===== config.mk =====
export PLATFORM = sky130hd
export DESIGN_NAME = lfpa_addr_unit
export DESIGN_NICKNAME = d
export VERILOG_FILES = /design/src/hdl/lfpa_pkg.sv /design/src/hdl/lfpa_addr_unit.sv
export SDC_FILE = /design/constraint.sdc
export NUM_CORES = 1
export LEC_CHECK = 0
export BUFFER_PORTS_ARGS = -buffer_cell sky130_fd_sc_hd__buf_2
export CAP_MARGIN = 20
export CORE_MARGIN = 5
export CORE_UTILIZATION = 55
export DETAILED_ROUTE_END_ITERATION = 6
export GPL_TIMING_DRIVEN = 0
export PLACE_DENSITY_LB_ADDON = 0.3
export SETUP_SLACK_MARGIN = 0.1
export SLEW_MARGIN = 5
export SYNTH_ARGS = -nofsm -noshare
export SYNTH_HDL_FRONTEND = slang
export SYNTH_SLANG_ARGS = --single-unit

===== constraint.sdc =====
create_clock -name vclk -period 7.8
set_clock_uncertainty 0.1 [all_clocks]
set_input_delay 0.39 -clock vclk [all_inputs]
set_output_delay 0.39 -clock vclk [all_outputs]
set_load 0.01 [all_outputs]

===== src/hdl/lfpa_pkg.sv =====
// Shared constants for the LIFO free page allocator.
// Holds opcodes, status codes, configuration indexes and fixed field widths.
// Used by the channel interfaces, the address unit and the top level.
package lfpa_pkg;

    // Fixed widths of the byte address and the window base page number.
    localparam int ADDR_BITS = 34;
    localparam int BASE_BITS = 22;
    // Width used for page number compares; holds any page number plus headroom.
    localparam int CMP_BITS  = 36;
    // Width of window base plus link index (base < 2^22, index < 2^15).
    localparam int SUM_BITS  = 23;

    typedef logic [1:0]           opcode_t;
    typedef logic [1:0]           status_t;
    typedef logic [1:0]           cfg_index_t;
    typedef logic [ADDR_BITS-1:0] byte_addr_t;
    typedef logic [BASE_BITS-1:0] base_page_t;
    typedef logic [CMP_BITS-1:0]  page_num_t;

    // Request opcodes.
    localparam opcode_t OP_ALLOC = 2'd0;
    localparam opcode_t OP_FREE  = 2'd1;
    localparam opcode_t OP_INIT  = 2'd2;
    localparam opcode_t OP_NOP   = 2'd3;

    // Response status codes.
    localparam status_t ST_OK    = 2'd0;
    localparam status_t ST_EMPTY = 2'd1;
    localparam status_t ST_BAD   = 2'd2;

    // Configuration register indexes.
    localparam cfg_index_t CFG_WINDOW_BASE = 2'd0;
    localparam cfg_index_t CFG_KERNEL_END  = 2'd1;
    localparam cfg_index_t CFG_TOP_ADDR    = 2'd2;

    // Configuration reset values.
    localparam base_page_t RST_WINDOW_BASE = 22'd524288;
    localparam byte_addr_t RST_KERNEL_END  = 34'd2147483648;
    localparam byte_addr_t RST_TOP_ADDR    = 34'd2281701376;

endpackage


===== src/hdl/lfpa_addr_unit.sv =====
// Address arithmetic of the free page allocator.
// Checks free addresses, derives the init page range and forms allocated
// byte addresses. Depends on lfpa_pkg.
module lfpa_addr_unit import lfpa_pkg::*; #(
    parameter int PAGE_BYTES = 4096,
    parameter int PAGE_COUNT = 32768,
    parameter int ADDR_W     = 15
) (
    input  base_page_t        window_base,
    input  byte_addr_t        kernel_end,
    input  byte_addr_t        top_addr,
    input  byte_addr_t        page_address,
    input  logic [ADDR_W-1:0] head_idx,
    output logic              free_ok,
    output logic [ADDR_W-1:0] free_idx,
    output page_num_t         init_first,
    output page_num_t         init_stop,
    output byte_addr_t        alloc_address
);

    localparam int OFS_W = $clog2(PAGE_BYTES);

    page_num_t                     page_num;
    page_num_t                     base_ext;
    page_num_t                     win_end;
    page_num_t                     page_diff;
    logic                          aligned;
    logic [ADDR_BITS:0]            kend_up;
    page_num_t                     first_raw;
    page_num_t                     stop_raw;
    logic [SUM_BITS-1:0]           page_sum;
    logic [SUM_BITS+OFS_W+ADDR_BITS-1:0] addr_wide;

    // Window bounds in page numbers.
    assign base_ext = CMP_BITS'(window_base);
    assign win_end  = base_ext + CMP_BITS'(PAGE_COUNT);

    // Free check: aligned, inside the freeable range and inside the window.
    assign page_num  = CMP_BITS'(page_address[ADDR_BITS-1:OFS_W]);
    assign aligned   = (page_address[OFS_W-1:0] == '0);
    assign page_diff = page_num - base_ext;
    assign free_idx  = page_diff[ADDR_W-1:0];
    assign free_ok   = aligned && (page_address >= kernel_end) &&
                       (page_address < top_addr) &&
                       (page_num >= base_ext) && (page_num < win_end);

    // Init range: kernel end rounded up to a page, clamped to the window.
    assign kend_up   = {1'b0, kernel_end} + (ADDR_BITS+1)'(PAGE_BYTES - 1);
    assign first_raw = CMP_BITS'(kend_up[ADDR_BITS:OFS_W]);
    assign stop_raw  = CMP_BITS'(top_addr[ADDR_BITS-1:OFS_W]);
    assign init_first = (first_raw < base_ext) ? base_ext : first_raw;
    assign init_stop  = (stop_raw > win_end) ? win_end : stop_raw;

    // Allocated byte address: (base + index) * page size, low bits kept.
    assign page_sum      = SUM_BITS'(window_base) + SUM_BITS'(head_idx);
    assign addr_wide     = {{ADDR_BITS{1'b0}}, page_sum, {OFS_W{1'b0}}};
    assign alloc_address = addr_wide[ADDR_BITS-1:0];

endmodule


==> flow_summary.toml <==
[detailed_routing]
top_layer_used = "met4"
wl_um = 18100
drtIter0Drc = 326
ant_nets = 0
via_per_inst = 5.50
avgRoutedWirePerCell_um = 15.7
drc = 0
wl_met3_um = 1390
dr.pass1.iters = 5
dr_total_vias = 6357
route.met2.wl_um = 8470
wl_met1_um = 7750

[worst_setup_path]
endpoint_kind = "output port"
cp_num_buf_inv = 4
arrival_ns = 4.42
critPathTopFamily = "compound AO/OA/AOI/OAI gates"
cp_slowest_cell = "o41a_1"
crit_fanout = 10
crit_chain = "buf_2 > nor4_2 > a311oi_2 > and2_1 > buf_2 > xnor2_1 > ha_1 > nand4_1 > nor2_1 > a211oi_1 > o22ai_1 > o41a_1 > o21ai_1 > nand3b_4 > buf_6 > mux2_1 > buf_2"
path_class = "in -> out"
critPathRequiredTime_ns = 7.31
max_stage_delay_ns = 0.44
crit_top_cell = "buf_2"
crit_path_start_kind = "input pin"

[status]
status = "complete, no violations"

[timing]
rsz0062_at_grt = "false"
finalSetupTns_ns = 0
setup_viol = 0
fmax_mhz = 204
post-route-period-util_pct = 62.9
worstMarginPinSlew_ns = 0.649
hold_slack_ns = 0.974
period_minus_slack_ns = 4.91
hold_violations = 0
fin_ws_ns = 2.89
max_slew_margin_pct = 56.4
finalMaxSlewViolations = 0

[yosys]
yosysWarnings = 0
netlist.area_leader.share_pct = 33.3
synth_area_leaders = "ha_1, xnor2_1, inv_1, buf_4, a21oi_1"
syn_inst = 759
synth_seq_area_share_pct = 0
synth_largest_area_cell = "ha_1"
synth.distinct_cells = 63
syn_area_um2 = 5830
syn_avg_cell_area_um2 = 7.68

[hold_path]
hold_path.startpoint = "head_idx[0]"
hold_path_end = "alloc_address[12]"
hold_depth = 3
hp-class = "in -> out"

[layout]
clock_buffers = 0
layout_common_cells = "buf_2, ha_1, inv_1, xnor2_1, a21oi_1"
regArea_um2 = 0
area.growth.synth_to_final_pct = 24.4
design.seq.count = 0
final_nets = 1317
antenna_cells = 0
final_common_cell = "buf_2"
fillers = 897
drive_gt1_share_pct = 28.3
fin_util_pct = 70.3
multi_input_area_um2 = 5240

[power]
ir_worst_vdd_v = 0.0000405
p_leak_nw = 4.08
powerDensity_nw_per_um2 = 72.6

[clock_network]
cts_setup_buffers = 0
cts_resized = 0
ctsHoldBuffers = 0

[floorplan]
pin_count = 261
rows = 37
die_y_um = 113
die_area_um2 = 12800
initial_utilization_pct = 56.5
dieWidth_um = 113
core_um2 = 10300

[place]
gp_congestion = 0.949
place_ws_ns = 2.95
dp_hpwl_um = 16300
port-buffer-count = 222

[global_routing]
antenna_found_initial = 0
grt_overflow = 0
grt_pass1_vias = 6438
grt_pass1_wl_um = 29300
grt_max_degree = 11
grt.total_usage_pct = 27.0

[run]
drv_cap = 0
[metrics by stage]
| stage | total power [mW] | instance area [um2] | cells |
|---|---|---|---|
| after floorplan | 0.334 | 5970 | 797 |
| after CTS | 0.523 | 7250 | 1155 |
| after global routing | 0.585 | 7250 | 1155 |
| after detailed placement | 0.520 | 7250 | 1155 |
| final | 0.527 | 7250 | 1155 |
| after global placement | 0.510 | 7250 | 1155 |
[synthesized netlist by cell type, types with 3 or more instances]
master	n
mux2i_1	22
nor2b_1	10
a211oi_1	8
xnor2_1	53
buf_4	39
nand2_1	24
a21o_1	32
buf_2	3
mux2_1	22
xor2_1	4
and2_1	4
nor2_1	36
nor4_1	6
o31a_1	3
nand3_1	22
nand4_1	29
inv_2	3
ha_1	155
a21oi_1	51
o21a_1	9
nor4_2	4
inv_1	104
nand2b_1	7
nor3_1	18
o21ai_1	9
a31oi_1	4
o21ai_0	32
[metal layers]
metal | global-route usage (%) | up-vias
met1 | 35.2 | 2841
met3 | 2.73 | 44
met5 | 0 | -
li1 | - | 3198
met2 | 47.0 | 274
met4 | 7.93 | 0
[power by group]
group | internal [mW] | switching (mW) | leakage [nW]
Combinational | 0.232 | 0.295 | 4.08
Sequential | 0 | 0 | 0
Clock | 0 | 0 | 0
Total | 0.232 | 0.295 | 4.08
[final cells by class]
cell class	count	area share (%)
multi-input cells	646	72.2
plain buffers	44	4.55
well taps	136	2.35
repair buffers	222	15.3
inverters	107	5.54
[logic make-up (layout without fill, tap and decap cells)]
| group | after synthesis | count (layout) | synth area share [%] |
|---|---|---|---|
| AND/OR/NAND/NOR | 176 | 176 | 17.5 |
| AO/OA/AOI/OAI | 173 | 173 | 19.3 |
| adder cells (fa/ha/maj) | 157 | 157 | 34.0 |
| buffers and inverters | 151 | 373 | 12.6 |
| XOR/XNOR | 57 | 57 | 8.56 |
| multiplexers | 44 | 44 | 8.03 |
| other | 1 | 39 | 0.0643 |
[how the worst max path moves through the flow]
| stage | from | endpoint | depth (start not counted) |
|---|---|---|---|
| floorplan | kernel_end[11] | init_first[10] | 16 |
| global placement | kernel_end[8] | init_first[9] | 17 |
| detailed placement | kernel_end[14] | init_first[4] | 18 |
| CTS | kernel_end[8] | init_first[4] | 17 |
| global route | kernel_end[8] | init_first[11] | 17 |
| finish | kernel_end[8] | init_first[3] | 17 |
[worst min-delay path: stages]
cell and delay [ns]:
buf_2 0.08, ha_1 0.10, buf_2 0.12
Note: power is estimated with default switching activity, not from simulation.
